--- src/pae_pkg.sv ---
// Shared constants, types and the CORDIC arctangent table for the arc point evaluator.
// No dependencies.
`timescale 1ns / 1ps

package pae_pkg;

    localparam int CORDIC_STAGES = 18;
    localparam int CORDIC_USED   = (CORDIC_STAGES > 32) ? 32 : CORDIC_STAGES;
    // angle stages + CORDIC stages + product stage + final stage
    localparam int NUM_STAGES    = CORDIC_USED + 4;

    localparam int PARAM_W  = 18;
    localparam int ANGLE_W  = 18;
    localparam int SPAN_W   = 19;
    localparam int COORD_W  = 20;
    localparam int CORD_W   = 34;
    localparam int VEC_W    = 60;

    localparam logic [PARAM_W-1:0] PARAM_ONE = 18'd65536;
    localparam logic [PARAM_W-1:0] PARAM_TWO = 18'd131072;
    localparam logic signed [CORD_W-1:0] CORDIC_GAIN = 34'sd652032874;

    localparam logic signed [26:0] COORD_MAX = 27'sd524287;
    localparam logic signed [26:0] COORD_MIN = -27'sd524288;

    // register indexes on the configuration port
    localparam logic [2:0] REG_CENTER  = 3'd0;
    localparam logic [2:0] REG_COS_AX  = 3'd1;
    localparam logic [2:0] REG_SIN_AX  = 3'd2;
    localparam logic [2:0] REG_FIRST   = 3'd3;
    localparam logic [2:0] REG_END     = 3'd4;
    localparam logic [2:0] REG_REVERSE = 3'd5;

    typedef struct packed {
        logic signed [CORD_W-1:0] x;
        logic signed [CORD_W-1:0] y;
        logic signed [CORD_W-1:0] z;
        logic [1:0]               quad;
    } pae_cordic_t;

    // arctan(2^-i) in 2^-32 turns
    function automatic logic [31:0] atan_turn(input int i);
        logic [31:0] v;
        case (i)
            0:  v = 32'h20000000;
            1:  v = 32'h12E4051E;
            2:  v = 32'h09FB385B;
            3:  v = 32'h051111D4;
            4:  v = 32'h028B0D43;
            5:  v = 32'h0145D7E1;
            6:  v = 32'h00A2F61E;
            7:  v = 32'h00517C55;
            8:  v = 32'h0028BE53;
            9:  v = 32'h00145F2F;
            10: v = 32'h000A2F98;
            11: v = 32'h000517CC;
            12: v = 32'h00028BE6;
            13: v = 32'h000145F3;
            14: v = 32'h0000A2F9;
            15: v = 32'h0000517C;
            16: v = 32'h000028BE;
            17: v = 32'h0000145F;
            18: v = 32'h00000A2F;
            19: v = 32'h00000517;
            20: v = 32'h0000028B;
            21: v = 32'h00000145;
            22: v = 32'h000000A2;
            23: v = 32'h00000051;
            24: v = 32'h00000028;
            25: v = 32'h00000014;
            26: v = 32'h0000000A;
            27: v = 32'h00000005;
            28: v = 32'h00000002;
            29: v = 32'h00000001;
            default: v = 32'h00000000;
        endcase
        return v;
    endfunction

endpackage

--- src/pae_angle.sv ---
// Parameter to angle mapping: clamp, reverse, one multiply, round and wrap to a turn.
// Depends on pae_pkg.
`timescale 1ns / 1ps

module pae_angle (
    input  logic                              aclk,
    input  logic                              en_mul,
    input  logic                              en_rnd,
    input  logic [pae_pkg::PARAM_W-1:0]       s_curve_param,
    input  logic [pae_pkg::SPAN_W-1:0]        first_span,
    input  logic [pae_pkg::SPAN_W-1:0]        end_angle,
    input  logic                              reverse_param,
    output logic [pae_pkg::ANGLE_W-1:0]       angle_reg
);

    logic [pae_pkg::PARAM_W-1:0] t_clamp;
    logic [pae_pkg::PARAM_W-1:0] t_eval;
    logic [pae_pkg::PARAM_W-1:0] t_less1;
    logic                        low_half;
    logic signed [19:0]          op_a;
    logic signed [17:0]          op_b;
    logic signed [37:0]          prod_next;
    logic signed [37:0]          prod_reg;
    logic                        low_reg;
    logic signed [37:0]          shifted;
    logic [pae_pkg::ANGLE_W-1:0] angle_next;

    always_comb begin
        t_clamp  = (s_curve_param > pae_pkg::PARAM_TWO) ? pae_pkg::PARAM_TWO : s_curve_param;
        t_eval   = reverse_param ? (pae_pkg::PARAM_TWO - t_clamp) : t_clamp;
        low_half = (t_eval < pae_pkg::PARAM_ONE);
        t_less1  = t_eval - pae_pkg::PARAM_ONE;
        if (low_half) begin
            op_a = $signed({1'b0, first_span});
            op_b = $signed({2'b00, t_eval[15:0]});
        end else begin
            op_a = $signed({1'b0, end_angle}) - $signed({1'b0, first_span});
            op_b = $signed({1'b0, t_less1[16:0]});
        end
        prod_next = 38'(op_a * op_b);
    end

    always_ff @(posedge aclk) begin
        if (en_mul) begin
            prod_reg <= prod_next;
            low_reg  <= low_half;
        end
    end

    // round half up to 2^-18 turns, then wrap to one turn
    always_comb begin
        shifted    = (prod_reg + 38'sd32768) >>> 16;
        angle_next = shifted[17:0] + (low_reg ? 18'd0 : first_span[17:0]);
    end

    always_ff @(posedge aclk) begin
        if (en_rnd) begin
            angle_reg <= angle_next;
        end
    end

endmodule

--- config.mk ---
export PLATFORM = sky130hd
export DESIGN_NAME = pae_angle
export DESIGN_NICKNAME = d
export VERILOG_FILES = /design/src/pae_pkg.sv /design/src/pae_angle.sv
export SDC_FILE = /design/constraint.sdc
export NUM_CORES = 1
export LEC_CHECK = 0
export BUFFER_PORTS_ARGS = -buffer_cell sky130_fd_sc_hd__buf_2
export CAP_MARGIN = 40
export CORE_UTILIZATION = 50
export DETAILED_ROUTE_END_ITERATION = 8
export PLACE_DENSITY = 0.73
export RECOVER_POWER = 50
export SKIP_LAST_GASP = 1
export SYNTH_ARGS = -nofsm -noshare
export SYNTH_HDL_FRONTEND = slang
export SYNTH_SLANG_ARGS = --single-unit
--- constraint.sdc ---
create_clock -name aclk -period 8.64 [get_ports aclk]
set_input_delay 0 -clock aclk [delete_from_list [all_inputs] [get_ports aclk]]
set_output_delay 0 -clock aclk [all_outputs]
set_load 0.05 [all_outputs]
== Word level (Yosys, flattened, before mapping) ==
Index checks and enable logic that the tools add are counted.

* Memory bits (read-only): 0
* Logic and storage cells: 16
* Input port bits: 60
* Latch bits: 0
* RAM bits: 0
* Memories: 0
* Register bits: 53
* Output and inout port bits: 18

* Bitwise gates (word level): 0
* Shift operators: 0
* Muxes and demuxes: 5
* Reductions and logical operators: 0
* Div/mod/pow operators: 0
* Equal/unequal tests: 0
* $add $sub $neg: 5
* Magnitude comparators: 2
* Multiply operators: 1

{| class="wikitable"
|+ Operator list
! kind !! count
|-
| $mux W18 || 3
|-
| $add A34 B17 Y34 const B || 1
|-
| $mul A20 B18 Y34 || 1
|-
| $mux W20 || 1
|-
| $sub A19 B19 Y20 || 1
|-
| $add A18 B18 Y18 || 1
|-
| $gt A18 B18 Y1 const B || 1
|-
| $lt A18 B17 Y1 const B || 1
|-
| $sub A18 B18 Y18 const A || 1
|-
| $mux W17 || 1
|-
| $sub A17 B17 Y17 const B || 1
|}

== Depth between registers and ports, before layout ==
* Depth in word-level cells: 7
* Depth in mapped cells: 38
* Gate-level depth less buffers: 35

== Worst setup path before layout ==
OpenSTA, ideal clock, no wires.

* Path type: input to register
* From: in s_curve_param[17] (netlist bit)
* To: reg prod_reg[33], data pin
* Library setup time: 260 ps
* Data required time: 8380 ps
* Path buffers: 5
* Arrival: 7734 ps
* Slack: 646 ps
* Stages: 33
* Cell sequence: clkbuf_1 > nor2b_1 > clkbuf_1 > inv_1 > clkbuf_1 > ha_1 > nand2_1 > o311ai_0 > nand2_1 > nor2_1 > buf_2 > clkbuf_1 > nand2_1 > o21ai_1 > nand2_1 > fa_1 > fa_1 > fa_1 > inv_1 > fa_1 > fa_1 > inv_1 > fa_1 > inv_1 > ha_1 > a21o_1 > a21o_1 > a21o_1 > a21oi_1 > o21ai_0 > a211oi_1 > a21oi_1 > xnor2_1

* Word-level cells in the longest chain between the ends: 7
* Elaborated cells between the ends (all ways): 9
* Those cells by class: add/sub (2); mul (1); order compare (2); mux (4)

{| class="wikitable"
|+ Ends and longest elaborated chain
! item !! RTL line !! RTL
|-
| from (decl) || pae_angle.sv:9 || <nowiki>input logic [pae_pkg::PARAM_W-1:0] s_curve_param,</nowiki>
|-
| $gt A18 B18 Y1 || pae_angle.sv:29 || <nowiki>t_clamp = (s_curve_param > pae_pkg::PARAM_TWO) ? pae_pkg::PARAM_TWO : s_curve_param;</nowiki>
|-
| $mux W18 (*) || pae_angle.sv:29 ||
|-
| $sub A18 B18 Y18 || pae_angle.sv:30 || <nowiki>t_eval = reverse_param ? (pae_pkg::PARAM_TWO - t_clamp) : t_clamp;</nowiki>
|-
| $mux W18 (*) || pae_angle.sv:30 ||
|-
| $sub A17 B17 Y17 / $lt A18 B17 Y1 (equally long branches) || pae_angle.sv:32, pae_angle.sv:31 ||
|-
| $mux W17 / $mux W20 (equally long branches) || pae_angle.sv:33 || <nowiki>if (low_half) begin</nowiki>
|-
| $mul A20 B18 Y34 (*) || pae_angle.sv:40 || <nowiki>prod_next = 38'(op_a * op_b);</nowiki>
|-
| named net prod_next[33] || pae_angle.sv:22 || <nowiki>logic signed [37:0] prod_next;</nowiki>
|-
| to (signal assigned) || pae_angle.sv:45 || <nowiki>prod_reg <= prod_next;</nowiki>
|-
| to (decl) || pae_angle.sv:23 || <nowiki>logic signed [37:0] prod_reg;</nowiki>
|}

Mark *: on every way through the listed nets, which the timed path passes. The rest lies on a longest branch.
A chain may end at the register's enable or synchronous reset.

== Worst setup path in the final report ==
* From: in end_angle[0] (netlist bit)
* To: reg prod_reg[33], data pin

* Word-level cells in the longest chain between the ends: 3

{| class="wikitable"
|+ Ends and longest elaborated chain
! item !! RTL line !! RTL
|-
| from (decl) || pae_angle.sv:11 || <nowiki>input logic [pae_pkg::SPAN_W-1:0] end_angle,</nowiki>
|-
| $sub A19 B19 Y20 || pae_angle.sv:37 || <nowiki>op_a = $signed({1'b0, end_angle}) - $signed({1'b0, first_span});</nowiki>
|-
| $mux W20 || pae_angle.sv:33 ||
|-
| $mul A20 B18 Y34 || pae_angle.sv:40 ||
|-
| named net prod_next[33] || pae_angle.sv:22 ||
|}

The timed path passes the listed nets, and every way through them passes these cells.

==> out/metrics.yaml <==
outcome:
  status: "finished clean"
synth:
  syn_inst: 1769
  yosys.cell_types.count: 58
  synth_compound_area_share_pct: 6.69
  synthXorXnorAreaFrac_pct: 5.36
  synthesis.area_mm2: 0.0151
  synth-edff-count: 38
  synth_fp_nets: 2261
  synthAdderAreaFrac_pct: 51.2
  synth_top_family_by_area: "adder cells"
  syn-mean-instance-area_um2: 8.55
  synthMuxAreaShare_pct: 1.28
  yosys_warnings: 0
  yosysSeqAreaShare_pct: 7.55
  ys_ff_latch: 38
  synthFlopType: "edfxtp_1"
  synthArstFlopShare_pct: 0
  synth-simple-area-share_pct: 15.2
setup_path:
  r2r_end: "angle_reg[16]"
  start_kind: "input port"
  slowest_delay_ps: 540
  rr_startpoint: "low_reg"
  ff2ff_path_depth: 14
  crit_arrival_ps: 8220
  path_max_fanout: 8
  required_ps: 8660
  critPathMostFrequentCell: "fa_1"
  cp_slowest_cell: "fa_1"
  crit_type: "input port to flip-flop"
  critPathCaptureType: "flip-flop"
  r2r_setup_slack_ps: 4430
global_route:
  grtUsageTotal_pct: 26.8
  grt_pass1_wl_mm: 64.7
  antenna_found_initial: 0
  grt_max_degree: 28
  grt_pass1_vias: 13100
  overflow: 0
placement:
  hpwlAfterDp_mm: 33.3
  globalplace.congestion: 0.943
  portBuffers: 77
cells_and_area:
  diodes: 0
  multi_input_area_mm2: 0.0121
  largest_register_ffs: 19
  regArea_mm2: 0.00114
  syn_to_final_growth_pct: 9.57
  final_nets: 2356
  drive_above_1_share_pct: 8.42
  fill_cells: 2661
clock_network:
  clk_path_buf_depth: 2
  cts_buffers: 5
  postCtsSetupBuffers: 0
  clkLatencyLatePin_ps: 290
  cts-root-buf: "clkbuf_16"
  h-tree-depth: 2
  clock_sinks: 38
  clk_pin_slew_ps: 60
  cts_tree: "done"
timing:
  period_needed_ps: 8200
  tightest_slew_ps: 1320
  period_share_pct: 94.9
  setup_tns_ps: 0
  rsz0062_at_grt: "no"
  fmaxAchievable_mhz: 122
  hold_viol: 0
  setup_viol: 0
  maxSlewViolCount: 0
  worst_slew_margin_rel_pct: 11.9
  clock-skew-final_ps: 7.28
detailed_routing:
  drc_errors: 0
  post_drt_wl_per_cell_um: 17.3
  post_drt_via_cell_ratio: 5.36
  drtIter0Drc: 831
  vias: 12100
  drt-total-wl_mm: 38.9
  top_layer_used: "met4"
  drtPass1Iterations: 7
  wl_met3_mm: 3.13
  routed-wl-met2_mm: 18.9
  ant_nets: 0
  met1_length_mm: 15.5
hold_path:
  min_from: "first_span[0]"
  hp-class: "input port to flip-flop"
  hold_path_end: "angle_reg[0]"
  hold_depth: 3
run:
  drv_cap: 0
floorplan:
  core_mm2: 0.0297
  fp-row-count: 63
  pin_count: 78
  dieArea_mm2: 0.0309
  die_y_um: 176
  die_width_um: 176
  start_util_pct: 50.9
-- layout make-up --
cell class	count	share of cell area, %
Multi-Input combinational cell	1227	72.9
Inverter	454	10.3
Clock buffer	5	0.755
Timing Repair Buffer	138	5.76
Tap cell	390	2.95
Clock inverter	3	0.415
Sequential cell	38	6.89
-- routing by layer --
metal | GRT usage, % | vias up
met5 | 0 | -
met4 | 8.48 | 0
met3 | 4.63 | 100
met2 | 45.9 | 481
met1 | 34.3 | 6006
li1 | - | 5489
-- through the flow --
step	util (%)	std cells	hold slack, ps	area [µm²]	worst slack, ps
2_1_floorplan	-	1769	112	15100	646
3_3_place_gp	55.1	2247	460	16400	381
4_1_cts	55.8	2255	183	16600	339
3_5_place_dp	55.1	2247	476	16400	52.1
6_report	55.7	2255	214	16600	443
5_1_grt	55.7	2255	238	16600	77.7
-- worst max-delay path by stage --
stage | startpoint | to | slack (ps) | depth (start not counted)
after floorplan | s_curve_param[17] | prod_reg[33] | 650 | 33
after global placement | s_curve_param[12] | prod_reg[33] | 380 | 34
after detailed placement | end_angle[0] | prod_reg[33] | 50 | 36
after CTS | end_angle[0] | prod_reg[33] | 340 | 36
after global routing | end_angle[0] | prod_reg[28] | 80 | 37
final | end_angle[0] | prod_reg[33] | 440 | 36
-- Yosys cell counts (3+ instances only) --
cell | n | area share [%]
o221ai_1 | 3 | 0.17
o21bai_1 | 6 | 0.30
nand4_1 | 8 | 0.33
nand2b_1 | 25 | 1.0
buf_2 | 4 | 0.13
and3_1 | 6 | 0.25
mux2_2 | 3 | 0.22
nand2_1 | 162 | 4.0
edfxtp_1 | 38 | 7.5
o31ai_1 | 4 | 0.20
o21a_1 | 13 | 0.65
a31oi_1 | 5 | 0.21
o211ai_1 | 4 | 0.20
nor2_1 | 236 | 5.9
mux2i_1 | 16 | 1.1
inv_1 | 454 | 11
clkbuf_1 | 41 | 1.0
xnor2_1 | 67 | 3.9
and4_1 | 4 | 0.23
nor2b_1 | 20 | 0.83
nor3_1 | 17 | 0.56
xor2_1 | 23 | 1.3
a211oi_1 | 3 | 0.15
o21ai_1 | 5 | 0.17
a21oi_1 | 37 | 1.2
and2_1 | 13 | 0.54
nand3_1 | 14 | 0.46
or2_2 | 7 | 0.29
or3_1 | 6 | 0.25
buf_1 | 3 | 0.074
ha_1 | 120 | 9.9
fa_1 | 312 | 41
a21o_1 | 20 | 0.99
o21ai_0 | 38 | 1.3
-- cell families (layout without fill, tap and decap cells) --
family,Yosys count,after routing
multiplexers,19,19
AO/OA/AOI/OAI,157,157
buffers and inverters,504,600
adder cells (fa/ha/maj),432,432
XOR/XNOR,91,91
AND/OR/NAND/NOR,528,528
flip-flops,38,38
-- worst max-delay path, delay by kind of cell --
family,cells,cell delay [ps]
simple gates,1,90
fa+ha+maj,9,3920
buf+inv,8,680
compound gates,15,2800
mux,1,340
xor+xnor,2,350
-- what timing repair did --
| action | in CTS | in global routing |
|---|---|---|
| gates resized for setup | 0 | 1 |
| endpoints found under the setup margin | 0 | 2 |
| hold buffers | 0 | 0 |
-- placed cells by master (no fill, tap or decap), types with 10 or more instances in the layout --
| cell type | n |
|---|---|
| inv_1 | 454 |
| fa_1 | 312 |
| nor2_1 | 235 |
| nand2_1 | 162 |
| ha_1 | 120 |
| xnor2_1 | 67 |
| buf_2 | 66 |
| buf_4 | 51 |
| edfxtp_1 | 38 |
| a21oi_1 | 37 |
| o21ai_0 | 37 |
| nand2b_1 | 25 |
| xor2_1 | 23 |
| nor2b_1 | 20 |
| a21o_1 | 20 |
| nor3_1 | 17 |
| mux2i_1 | 16 |
| nand3_1 | 14 |
| o21a_1 | 13 |
| and2_1 | 13 |
| clkbuf_1 | 11 |
| buf_12 | 10 |
Power is not shown: default switching activity piles up to over one toggle a cycle in this logic, so the estimate is an artifact.
